--- config.mk ---
export PLATFORM = sky130hd
export DESIGN_NAME = motor_drive_supervisor_core
export DESIGN_NICKNAME = d
export VERILOG_FILES = /design/src/mds_pkg.sv /design/src/mds_cfg_regs.sv /design/src/mds_cal_unit.sv /design/src/mds_seq.sv /design/src/motor_drive_supervisor_core.sv
export SDC_FILE = /design/constraint.sdc
export NUM_CORES = 2
export LEC_CHECK = 0
export BUFFER_PORTS_ARGS = -buffer_cell sky130_fd_sc_hd__buf_2
export CAP_MARGIN = 15
export CORE_MARGIN = 3
export CORE_UTILIZATION = 50
export DETAILED_ROUTE_END_ITERATION = 7
export HOLD_SLACK_MARGIN = 0.02
export PLACE_DENSITY = 0.73
export SLEW_MARGIN = 20
export SYNTH_ARGS = -nofsm -noshare
export SYNTH_HDL_FRONTEND = slang
export SYNTH_SLANG_ARGS = --single-unit
--- constraint.sdc ---
create_clock -name clk -period 9.6 [get_ports clk]
set_clock_uncertainty 0.05 [all_clocks]
set_input_delay 1.44 -clock clk [delete_from_list [all_inputs] [get_ports clk]]
set_output_delay 1.44 -clock clk [all_outputs]
set_load 0.02 [all_outputs]
--- src/mds_pkg.sv ---
// ----------------------------------------------------------------------------
// mds_pkg
// Types and constants shared by the motor drive supervisor modules.
// ----------------------------------------------------------------------------
package mds_pkg;

    localparam int ADC_W   = 12;
    localparam int OFF_W   = 12;
    localparam int TICK_W  = 16;
    localparam int CFG_IDX_W  = 3;
    localparam int CFG_DATA_W = 16;

    localparam logic [TICK_W-1:0] TICK_MAX         = {TICK_W{1'b1}};
    localparam logic [TICK_W-1:0] TRIP_RESET_TICKS = 16'd20;

    // Configuration register indexes.
    localparam logic [CFG_IDX_W-1:0] CFG_INIT_TICKS    = 3'd0;
    localparam logic [CFG_IDX_W-1:0] CFG_STOP_TICKS    = 3'd1;
    localparam logic [CFG_IDX_W-1:0] CFG_PREOPEN_TICKS = 3'd2;
    localparam logic [CFG_IDX_W-1:0] CFG_OFFSET_NOM    = 3'd3;
    localparam logic [CFG_IDX_W-1:0] CFG_OFFSET_TOL    = 3'd4;

    // Configuration reset values.
    localparam logic [TICK_W-1:0] INIT_TICKS_RST    = 16'd100;
    localparam logic [TICK_W-1:0] STOP_TICKS_RST    = 16'd200;
    localparam logic [TICK_W-1:0] PREOPEN_TICKS_RST = 16'd1000;
    localparam logic [OFF_W-1:0]  OFFSET_NOM_RST    = 12'd2048;
    localparam logic [OFF_W-1:0]  OFFSET_TOL_RST    = 12'd100;

    // Supervisor states, as they appear on machine_state.
    localparam logic [2:0] MODE_INIT    = 3'd0;
    localparam logic [2:0] MODE_STOP    = 3'd1;
    localparam logic [2:0] MODE_PREOPEN = 3'd2;
    localparam logic [2:0] MODE_RUN     = 3'd3;
    localparam logic [2:0] MODE_ALARM   = 3'd4;

    typedef struct packed {
        logic [TICK_W-1:0] init_ticks;
        logic [TICK_W-1:0] stop_ticks;
        logic [TICK_W-1:0] preopen_ticks;
        logic [OFF_W-1:0]  offset_nominal;
        logic [OFF_W-1:0]  offset_tolerance;
    } cfg_t;

    typedef struct packed {
        logic             start_request;
        logic             external_fault;
        logic             fault_clear;
        logic [ADC_W-1:0] adc_u;
        logic [ADC_W-1:0] adc_v;
        logic [ADC_W-1:0] adc_w;
    } in_word_t;

    // Calibration status handed to the sequencer for the current tick.
    typedef struct packed {
        logic             done;
        logic             miss;
        logic [OFF_W-1:0] offset_u;
        logic [OFF_W-1:0] offset_v;
        logic [OFF_W-1:0] offset_w;
    } cal_status_t;

    typedef struct packed {
        logic [2:0]       machine_state;
        logic             pwm_enable;
        logic             preopen_active;
        logic             run_indicator;
        logic             estimator_reset;
        logic             trip_reset;
        logic [OFF_W-1:0] offset_u;
        logic [OFF_W-1:0] offset_v;
        logic [OFF_W-1:0] offset_w;
        logic             cal_fault;
        logic             clear_start;
    } result_t;

endpackage

--- src/mds_cfg_regs.sv ---
// ----------------------------------------------------------------------------
// mds_cfg_regs
// Configuration register file with a plain indexed write port.
// ----------------------------------------------------------------------------
module mds_cfg_regs
(
    input  logic                                clk,
    input  logic                                rst_n,
    input  logic                                cfg_write,
    input  logic [mds_pkg::CFG_IDX_W-1:0]       cfg_index,
    input  logic [mds_pkg::CFG_DATA_W-1:0]      cfg_data,
    output mds_pkg::cfg_t                       cfg
);

    mds_pkg::cfg_t cfg_reg;

    always_ff @(posedge clk or negedge rst_n)
    begin
        if (!rst_n)
        begin
            cfg_reg.init_ticks       <= mds_pkg::INIT_TICKS_RST;
            cfg_reg.stop_ticks       <= mds_pkg::STOP_TICKS_RST;
            cfg_reg.preopen_ticks    <= mds_pkg::PREOPEN_TICKS_RST;
            cfg_reg.offset_nominal   <= mds_pkg::OFFSET_NOM_RST;
            cfg_reg.offset_tolerance <= mds_pkg::OFFSET_TOL_RST;
        end
        else if (cfg_write)
        begin
            case (cfg_index)
                mds_pkg::CFG_INIT_TICKS:    cfg_reg.init_ticks    <= cfg_data;
                mds_pkg::CFG_STOP_TICKS:    cfg_reg.stop_ticks    <= cfg_data;
                mds_pkg::CFG_PREOPEN_TICKS: cfg_reg.preopen_ticks <= cfg_data;
                mds_pkg::CFG_OFFSET_NOM:
                    cfg_reg.offset_nominal <= cfg_data[mds_pkg::OFF_W-1:0];
                mds_pkg::CFG_OFFSET_TOL:
                    cfg_reg.offset_tolerance <= cfg_data[mds_pkg::OFF_W-1:0];
                default: ;
            endcase
        end
    end

    assign cfg = cfg_reg;

endmodule

--- src/mds_cal_unit.sv ---
// ----------------------------------------------------------------------------
// mds_cal_unit
// ADC offset calibration: per-phase accumulators, averaging and window check.
// ----------------------------------------------------------------------------
module mds_cal_unit
#(
    parameter int CAL_SAMPLES = 100,
    parameter int ADC_BITS    = 12
)
(
    input  logic                  clk,
    input  logic                  rst_n,
    input  logic                  cal_en,
    input  mds_pkg::in_word_t     in_word,
    input  mds_pkg::cfg_t         cfg,
    output mds_pkg::cal_status_t  status
);

    localparam int AW = mds_pkg::ADC_W;
    localparam int OW = mds_pkg::OFF_W;
    localparam int SAMPLE_BITS = (ADC_BITS < AW) ? ADC_BITS : AW;
    localparam int SUM_W   = SAMPLE_BITS + $clog2(CAL_SAMPLES + 1);
    localparam int CC_W    = $clog2(CAL_SAMPLES + 3);
    // Division by CAL_SAMPLES as a multiply by a rounded-up reciprocal. The
    // shift is wide enough that the quotient is exact for every sum.
    localparam int SHIFT   = SUM_W + $clog2(CAL_SAMPLES);
    localparam int RECIP_W = SUM_W + 1;
    localparam int PROD_W  = SUM_W + RECIP_W;
    localparam longint RECIP_L =
        ((64'd1 << SHIFT) + longint'(CAL_SAMPLES) - 64'd1) / longint'(CAL_SAMPLES);
    localparam logic [RECIP_W-1:0] RECIP = RECIP_W'(RECIP_L);
    localparam logic [AW-1:0]   AMASK   = AW'((64'd1 << SAMPLE_BITS) - 64'd1);
    localparam logic [CC_W-1:0] CC_LAST = CC_W'(CAL_SAMPLES);
    localparam logic [CC_W-1:0] CC_FIN  = CC_W'(CAL_SAMPLES + 1);

    logic [CC_W-1:0]  cc_reg;
    logic [CC_W-1:0]  cc_next;
    logic [CC_W-1:0]  cc_inc;
    logic [SUM_W-1:0] sum_reg  [3];
    logic [SUM_W-1:0] sum_next [3];
    logic [OW-1:0]    off_reg  [3];
    logic [OW-1:0]    off_next [3];
    logic [AW-1:0]    sample   [3];
    logic [PROD_W-1:0] prod    [3];
    logic [OW-1:0]    quot     [3];
    logic [2:0]       lane_miss;
    logic             acc_phase;
    logic             fin_phase;

    assign sample[0] = in_word.adc_u & AMASK;
    assign sample[1] = in_word.adc_v & AMASK;
    assign sample[2] = in_word.adc_w & AMASK;

    assign cc_inc    = cc_reg + 1'b1;
    assign acc_phase = (cc_inc <= CC_LAST);
    assign fin_phase = (cc_inc == CC_FIN);

    for (genvar i = 0; i < 3; i++)
    begin : g_lane
        logic signed [OW+1:0] diff;
        logic signed [OW+1:0] tol_s;

        assign prod[i] = PROD_W'(sum_reg[i]) * PROD_W'(RECIP);
        assign quot[i] = OW'(prod[i] >> SHIFT);
        assign diff    = $signed({2'b00, quot[i]}) - $signed({2'b00, cfg.offset_nominal});
        assign tol_s   = $signed({2'b00, cfg.offset_tolerance});
        assign lane_miss[i] = (diff > tol_s) || (diff < -tol_s);
    end

    always_comb
    begin
        cc_next = cc_reg;
        for (int i = 0; i < 3; i++)
        begin
            sum_next[i] = sum_reg[i];
            off_next[i] = off_reg[i];
        end
        if (cal_en)
        begin
            if (acc_phase)
            begin
                cc_next = cc_inc;
                for (int i = 0; i < 3; i++)
                begin
                    sum_next[i] = sum_reg[i] + SUM_W'(sample[i]);
                end
            end
            else if (fin_phase)
            begin
                cc_next = cc_inc;
                for (int i = 0; i < 3; i++)
                begin
                    off_next[i] = quot[i];
                end
            end
            else
            begin
                cc_next = '0;
                for (int i = 0; i < 3; i++)
                begin
                    sum_next[i] = '0;
                end
            end
        end
    end

    always_ff @(posedge clk or negedge rst_n)
    begin
        if (!rst_n)
        begin
            cc_reg <= '0;
            for (int i = 0; i < 3; i++)
            begin
                sum_reg[i] <= '0;
                off_reg[i] <= '0;
            end
        end
        else
        begin
            cc_reg <= cc_next;
            for (int i = 0; i < 3; i++)
            begin
                sum_reg[i] <= sum_next[i];
                off_reg[i] <= off_next[i];
            end
        end
    end

    assign status.done     = !acc_phase && !fin_phase;
    assign status.miss     = fin_phase && (|lane_miss);
    assign status.offset_u = off_next[0];
    assign status.offset_v = off_next[1];
    assign status.offset_w = off_next[2];

endmodule

--- src/mds_seq.sv ---
// ----------------------------------------------------------------------------
// mds_seq
// Supervisor state machine with tick timer, fault latch and result register.
// ----------------------------------------------------------------------------
module mds_seq
(
    input  logic                  clk,
    input  logic                  rst_n,
    input  logic                  step,
    input  logic                  out_ready,
    input  mds_pkg::in_word_t     in_word,
    input  mds_pkg::cfg_t         cfg,
    input  mds_pkg::cal_status_t  cal,
    output logic                  cal_en,
    output logic                  out_valid,
    output mds_pkg::result_t      result
);

    typedef enum logic [2:0] {
        ST_INIT    = mds_pkg::MODE_INIT,
        ST_STOP    = mds_pkg::MODE_STOP,
        ST_PREOPEN = mds_pkg::MODE_PREOPEN,
        ST_RUN     = mds_pkg::MODE_RUN,
        ST_ALARM   = mds_pkg::MODE_ALARM
    } state_t;

    state_t                         state_reg;
    state_t                         state_next;
    state_t                         state_eff;
    logic [mds_pkg::TICK_W-1:0]     tick_reg;
    logic [mds_pkg::TICK_W-1:0]     tick_next;
    logic [mds_pkg::TICK_W-1:0]     tick_eff;
    logic [mds_pkg::TICK_W-1:0]     tick_inc;
    logic                           latch_reg;
    logic                           latch_next;
    logic                           latch_clr;
    logic                           run_reg;
    logic                           run_next;
    logic                           fault;
    logic                           to_alarm;
    logic                           out_valid_reg;
    logic                           out_valid_next;
    mds_pkg::result_t               result_reg;
    mds_pkg::result_t               result_next;

    assign latch_clr = in_word.fault_clear ? 1'b0 : latch_reg;
    assign fault     = in_word.external_fault || latch_clr;
    assign to_alarm  = (state_reg != ST_INIT) && fault;
    assign state_eff = to_alarm ? ST_ALARM : state_reg;
    assign tick_eff  = to_alarm ? '0 : tick_reg;
    assign tick_inc  = (tick_eff == mds_pkg::TICK_MAX) ? tick_eff : tick_eff + 1'b1;
    assign cal_en    = step && (state_reg == ST_INIT);

    always_comb
    begin
        state_next  = state_eff;
        tick_next   = tick_eff;
        latch_next  = latch_clr;
        run_next    = run_reg;
        result_next = '0;

        case (state_eff)
            ST_INIT:
            begin
                run_next = 1'b0;
                tick_next = tick_inc;
                result_next.trip_reset = (tick_inc <= mds_pkg::TRIP_RESET_TICKS);
                if (cal.miss)
                begin
                    latch_next = 1'b1;
                end
                if (cal.done && (tick_inc >= cfg.init_ticks))
                begin
                    state_next = ST_STOP;
                    tick_next  = '0;
                end
            end
            ST_STOP:
            begin
                run_next  = 1'b0;
                tick_next = tick_inc;
                if (in_word.start_request && (tick_inc >= cfg.stop_ticks))
                begin
                    state_next = ST_PREOPEN;
                    tick_next  = '0;
                end
            end
            ST_PREOPEN:
            begin
                tick_next = tick_inc;
                result_next.pwm_enable      = 1'b1;
                result_next.preopen_active  = (tick_inc < cfg.preopen_ticks);
                result_next.estimator_reset = !(tick_inc < cfg.preopen_ticks);
                if (tick_inc > cfg.preopen_ticks)
                begin
                    state_next = ST_RUN;
                    tick_next  = '0;
                    run_next   = 1'b1;
                end
                // A dropped start request wins over entering run.
                if (!in_word.start_request)
                begin
                    state_next = ST_STOP;
                    tick_next  = '0;
                    run_next   = 1'b0;
                end
            end
            ST_RUN:
            begin
                result_next.pwm_enable = 1'b1;
                if (!in_word.start_request)
                begin
                    state_next = ST_STOP;
                    tick_next  = '0;
                    run_next   = 1'b0;
                end
            end
            default:
            begin
                state_next = ST_ALARM;
                run_next   = 1'b0;
                result_next.clear_start = 1'b1;
                if (!fault)
                begin
                    state_next = ST_INIT;
                    tick_next  = '0;
                    latch_next = 1'b0;
                end
            end
        endcase

        result_next.machine_state = state_next;
        result_next.run_indicator = run_next;
        result_next.cal_fault     = latch_next;
        result_next.offset_u      = cal.offset_u;
        result_next.offset_v      = cal.offset_v;
        result_next.offset_w      = cal.offset_w;
    end

    always_comb
    begin
        if (step)
        begin
            out_valid_next = 1'b1;
        end
        else if (out_ready)
        begin
            out_valid_next = 1'b0;
        end
        else
        begin
            out_valid_next = out_valid_reg;
        end
    end

    always_ff @(posedge clk or negedge rst_n)
    begin
        if (!rst_n)
        begin
            state_reg     <= ST_INIT;
            tick_reg      <= '0;
            latch_reg     <= 1'b0;
            run_reg       <= 1'b0;
            out_valid_reg <= 1'b0;
            result_reg    <= '0;
        end
        else
        begin
            out_valid_reg <= out_valid_next;
            if (step)
            begin
                state_reg  <= state_next;
                tick_reg   <= tick_next;
                latch_reg  <= latch_next;
                run_reg    <= run_next;
                result_reg <= result_next;
            end
        end
    end

    assign out_valid = out_valid_reg;
    assign result    = result_reg;

endmodule

--- src/motor_drive_supervisor_core.sv ---
// ----------------------------------------------------------------------------
// motor_drive_supervisor_core
// Supervisory state machine of a motor drive with ADC offset calibration.
// ----------------------------------------------------------------------------
// Usage: each input word is one control tick carrying the start request, the
// external fault level, a fault clear and three phase-current ADC samples.
// Every accepted word produces exactly one result word on the output channel.
// Both channels use valid/ready; a word moves when valid and ready are both
// high at a rising clock edge.
// Datapath: an accepted word is captured in the input register; the result is
// computed from that register and registered in the result register, and
// out_valid is registered together with it.
// Throughput: one word per cycle unless out_ready stalls. The work for a tick
// is a short compare-and-add path plus one multiply by a reciprocal for the averaging.
// Stall: when out_ready is low the result word holds; the input register
// still takes one more word, and in_ready then drops until the result leaves.
// Reset: rst_n clears the state machine to init, the tick timer, calibration counters,
// offsets and fault latch, and loads the register defaults. Configuration writes take
// effect at the next edge; the user must make them while idle; the block does not enforce it.
// ----------------------------------------------------------------------------
module motor_drive_supervisor_core
#(
    parameter int CAL_SAMPLES = 100,
    parameter int ADC_BITS    = 12
)
(
    input  logic                              clk,
    input  logic                              rst_n,
    // Configuration write port.
    input  logic                              cfg_write,
    input  logic [mds_pkg::CFG_IDX_W-1:0]     cfg_index,
    input  logic [mds_pkg::CFG_DATA_W-1:0]    cfg_data,
    // Input channel.
    input  logic                              in_valid,
    output logic                              in_ready,
    input  logic                              start_request,
    input  logic                              external_fault,
    input  logic                              fault_clear,
    input  logic [mds_pkg::ADC_W-1:0]         adc_u,
    input  logic [mds_pkg::ADC_W-1:0]         adc_v,
    input  logic [mds_pkg::ADC_W-1:0]         adc_w,
    // Output channel.
    output logic                              out_valid,
    input  logic                              out_ready,
    output logic [2:0]                        machine_state,
    output logic                              pwm_enable,
    output logic                              preopen_active,
    output logic                              run_indicator,
    output logic                              estimator_reset,
    output logic                              trip_reset,
    output logic [mds_pkg::OFF_W-1:0]         offset_u,
    output logic [mds_pkg::OFF_W-1:0]         offset_v,
    output logic [mds_pkg::OFF_W-1:0]         offset_w,
    output logic                              cal_fault,
    output logic                              clear_start
);

    mds_pkg::cfg_t        cfg;
    mds_pkg::in_word_t    in_word_reg;
    mds_pkg::cal_status_t cal;
    mds_pkg::result_t     result;
    logic                 in_vld_reg;
    logic                 in_vld_next;
    logic                 step;
    logic                 cal_en;

    // A tick is processed when the input register holds a word and the
    // result register is empty or being emptied in this cycle.
    assign step     = in_vld_reg && (!out_valid || out_ready);
    assign in_ready = !in_vld_reg || step;

    always_comb
    begin
        if (in_valid && in_ready)
        begin
            in_vld_next = 1'b1;
        end
        else if (step)
        begin
            in_vld_next = 1'b0;
        end
        else
        begin
            in_vld_next = in_vld_reg;
        end
    end

    always_ff @(posedge clk or negedge rst_n)
    begin
        if (!rst_n)
        begin
            in_vld_reg <= 1'b0;
        end
        else
        begin
            in_vld_reg <= in_vld_next;
        end
    end

    // Payload of the input register needs no reset.
    always_ff @(posedge clk)
    begin
        if (in_valid && in_ready)
        begin
            in_word_reg.start_request  <= start_request;
            in_word_reg.external_fault <= external_fault;
            in_word_reg.fault_clear    <= fault_clear;
            in_word_reg.adc_u          <= adc_u;
            in_word_reg.adc_v          <= adc_v;
            in_word_reg.adc_w          <= adc_w;
        end
    end

    mds_cfg_regs u_cfg_regs
    (
        .clk       (clk),
        .rst_n     (rst_n),
        .cfg_write (cfg_write),
        .cfg_index (cfg_index),
        .cfg_data  (cfg_data),
        .cfg       (cfg)
    );

    // Calibration only advances on ticks that are handled in init.
    mds_cal_unit
    #(
        .CAL_SAMPLES (CAL_SAMPLES),
        .ADC_BITS    (ADC_BITS)
    )
    u_cal_unit
    (
        .clk     (clk),
        .rst_n   (rst_n),
        .cal_en  (cal_en),
        .in_word (in_word_reg),
        .cfg     (cfg),
        .status  (cal)
    );

    mds_seq u_seq
    (
        .clk       (clk),
        .rst_n     (rst_n),
        .step      (step),
        .out_ready (out_ready),
        .in_word   (in_word_reg),
        .cfg       (cfg),
        .cal       (cal),
        .cal_en    (cal_en),
        .out_valid (out_valid),
        .result    (result)
    );

    assign machine_state   = result.machine_state;
    assign pwm_enable      = result.pwm_enable;
    assign preopen_active  = result.preopen_active;
    assign run_indicator   = result.run_indicator;
    assign estimator_reset = result.estimator_reset;
    assign trip_reset      = result.trip_reset;
    assign offset_u        = result.offset_u;
    assign offset_v        = result.offset_v;
    assign offset_w        = result.offset_w;
    assign cal_fault       = result.cal_fault;
    assign clear_start     = result.clear_start;

endmodule

==> flow_metrics.tcl <==
set metrics [dict create \
    outcome "finished clean" \
    start_kind "register" \
    hold_class "reg2reg" \
    postRouteAntennaNets 0 \
    antenna_found_initial 3 \
    start_util 0.507 \
    cp_top_family "adder cells" \
    cts-hold-fix-buffers 0 \
    cts_buffers 36 \
    h-tree-depth 2 \
    synth_fp_nets 4713 \
    synth_top_area_share 0.245 \
    worst_path_max_delay_cell "fa_1" \
    rsz0062_at_grt "false" \
    cap_viol_max_count 0 \
    slew_headroom 0.272 \
    first_iter_violations 1579 \
    portBuffers 110 \
    ys_top_cells_by_area "ha_1 25%, fa_1 21%, dfrtp_1 16%" \
    final_nets 4855 \
    setup_viol 0 \
    clk_pin_slew_ps 60 \
    cts_tree "yes" \
    die_w_um 271 \
    setup_tns_ps 0 \
    synth.avg_cell_area_sq_um 9.76 \
    fp.dieH_um 271 \
    ys_ff_latch 275 \
    cp_max_fo 5 \
    ys_seq_area_frac 0.203 \
    grtUsageTotal 0.239 \
    area.growth.synth_to_final_pct 8.82 \
    clockBufferDepth 3 \
    grt_pass1_vias 26400 \
    yosysTopAreaCell "ha_1" \
    finalHoldViolations 0 \
    drc 0 \
    synth_cell_type_count 83 \
    routedWlPerCell_um 18.1 \
    dp_hpwl_mm 69.4 \
    synth-edff-count 39 \
    grt_max_degree 112 \
    cts_sinks 275 \
    final.min_clock_period_ps 9080 \
    synth_ff_type "dfrtp_1" \
    dieArea_sq_um 73300 \
    syn-cell-area_sq_um 35000 \
    clock_latency_ps 570 \
    cpMostUsedCell "fa_1" \
    synthCells 3589 \
    worst_pin_slew_ps 1090 \
    largest_register_ffs 72 \
    critPathMaxStageDelay_ps 680 \
    finalCritPeriodShare 0.946 \
    grt_pass1_wl_mm 141 \
    n_antenna_cell 0 \
    cp.arrival_ps 9470 \
    final_cell_mix "781 x inv_1, 687 x ha_1, 373 x fa_1" \
    final_common_cell "inv_1" \
    root_buffer "clkbuf_16" \
    vias_per_cell 5.41 \
    drv_slew 0 \
    vias 25400 \
    globalplace.congestion 0.934 \
    fmax_mhz 110 \
    ff2ff_setup_slack_ps 520 \
    ios 111 \
    grt-ovfl-total 0 \
    placementRows 96 \
    core_sq_um 69100 \
    endpoint_kind "register" \
    crit_buf_inv 6 \
    detail_route.first_pass.iterations 5 \
    async_flop_share 0.858 \
    drive_gt1_frac 0.0873 \
    worstSetupPathType "reg2reg" \
    yosysWarnings 0 \
    routed_wl_mm 84.7 \
    cp_data_required_time_ps 9990 \
]
[final timing paths]
kind                                                     from                                to  cells past startpoint
max reg2reg                u_cal_unit.sum_reg[43]$_DFFE_PN0P_       u_seq.latch_reg$_DFFE_PN0P_                     37
min                          u_cal_unit.off_reg[17]$_DFF_PN0_  u_cal_unit.off_reg[17]$_DFF_PN0_                      2
max                        u_cal_unit.sum_reg[43]$_DFFE_PN0P_       u_seq.latch_reg$_DFFE_PN0P_                     37
min in group asynchronous                               rst_n            in_vld_reg$_DFFE_PN0P_                      1
max in group asynchronous                               rst_n  u_cal_unit.off_reg[15]$_DFF_PN0_                      2
min reg2reg                  u_cal_unit.off_reg[17]$_DFF_PN0_  u_cal_unit.off_reg[17]$_DFF_PN0_                      2
[stage by stage]
stage | setup slack [ps] | hold WS (ps) | area [sq um] | std cells | utilization
detailed placement | 427 | 408 | 36900 | 4622 | 0.534
global placement | 601 | 395 | 36900 | 4622 | 0.534
finish | 520 | 423 | 38100 | 4690 | 0.552
CTS | 384 | 423 | 38100 | 4688 | 0.551
floorplan | 1150 | 383 | 35000 | 3589 | -
global route | 2.68 | 436 | 38100 | 4690 | 0.552
[worst register-to-register path: cells and delay by family, from the launching register on]
| family | cells | cell delay [ps] |
|---|---|---|
| fa+ha+maj | 10 | 4400 |
| compound gates | 14 | 2830 |
| simple gates | 5 | 470 |
| flops | 1 | 460 |
| buf+inv | 6 | 430 |
| xor+xnor | 2 | 380 |
[cell type report]
type,instances,area [sq um]
clock buffers,48,986
clock inverters,18,188
fillers,6039,30900
inverters,781,2930
multi-input cells,2484,24900
flip-flops and latches,275,7110
well taps,931,1160
repair buffers,153,883
[cell usage after synthesis (16+ instances only)]
| master | instances |
|---|---|
| nor2b_1 | 24 |
| xnor2_1 | 83 |
| o211ai_1 | 19 |
| ha_1 | 687 |
| nand2b_1 | 16 |
| clkbuf_1 | 36 |
| dfstp_2 | 16 |
| a22o_1 | 30 |
| xor2_1 | 46 |
| and3_1 | 17 |
| dfrtp_1 | 220 |
| a211oi_1 | 17 |
| o21a_1 | 29 |
| fa_1 | 374 |
| edfxtp_1 | 39 |
| mux2_2 | 51 |
| o21ai_0 | 169 |
| nand2_1 | 233 |
| nor3_1 | 48 |
| a21o_1 | 75 |
| inv_1 | 781 |
| nor2_1 | 134 |
| nand4_1 | 32 |
| nand3_1 | 56 |
| a21oi_1 | 126 |
| a31oi_1 | 16 |
[routing by layer]
metal,GRT usage,vias up,routed length (um)
met5,0,-,27
li1,-,12200,-
met3,0.0421,106,5430
met1,0.343,12400,39300
met2,0.382,656,38300
met4,0.0490,4,1750
[logic make-up after synthesis]
family | share of synthesized area
DFF | 0.203
adders and majority gates | 0.459
xor gates and xnor gates | 0.0327
muxes | 0.0187
and+or+nand+nor | 0.0873
AOI/OAI and AO/OA | 0.110
buffers and inverters | 0.0899
[repair_timing]
item,CTS,global route
endpoints found under the setup margin,0,1
buffers inserted,0,2
resized for setup,0,17
Power is not shown: default switching activity piles up to over one toggle a cycle in this logic, so the estimate is an artifact.
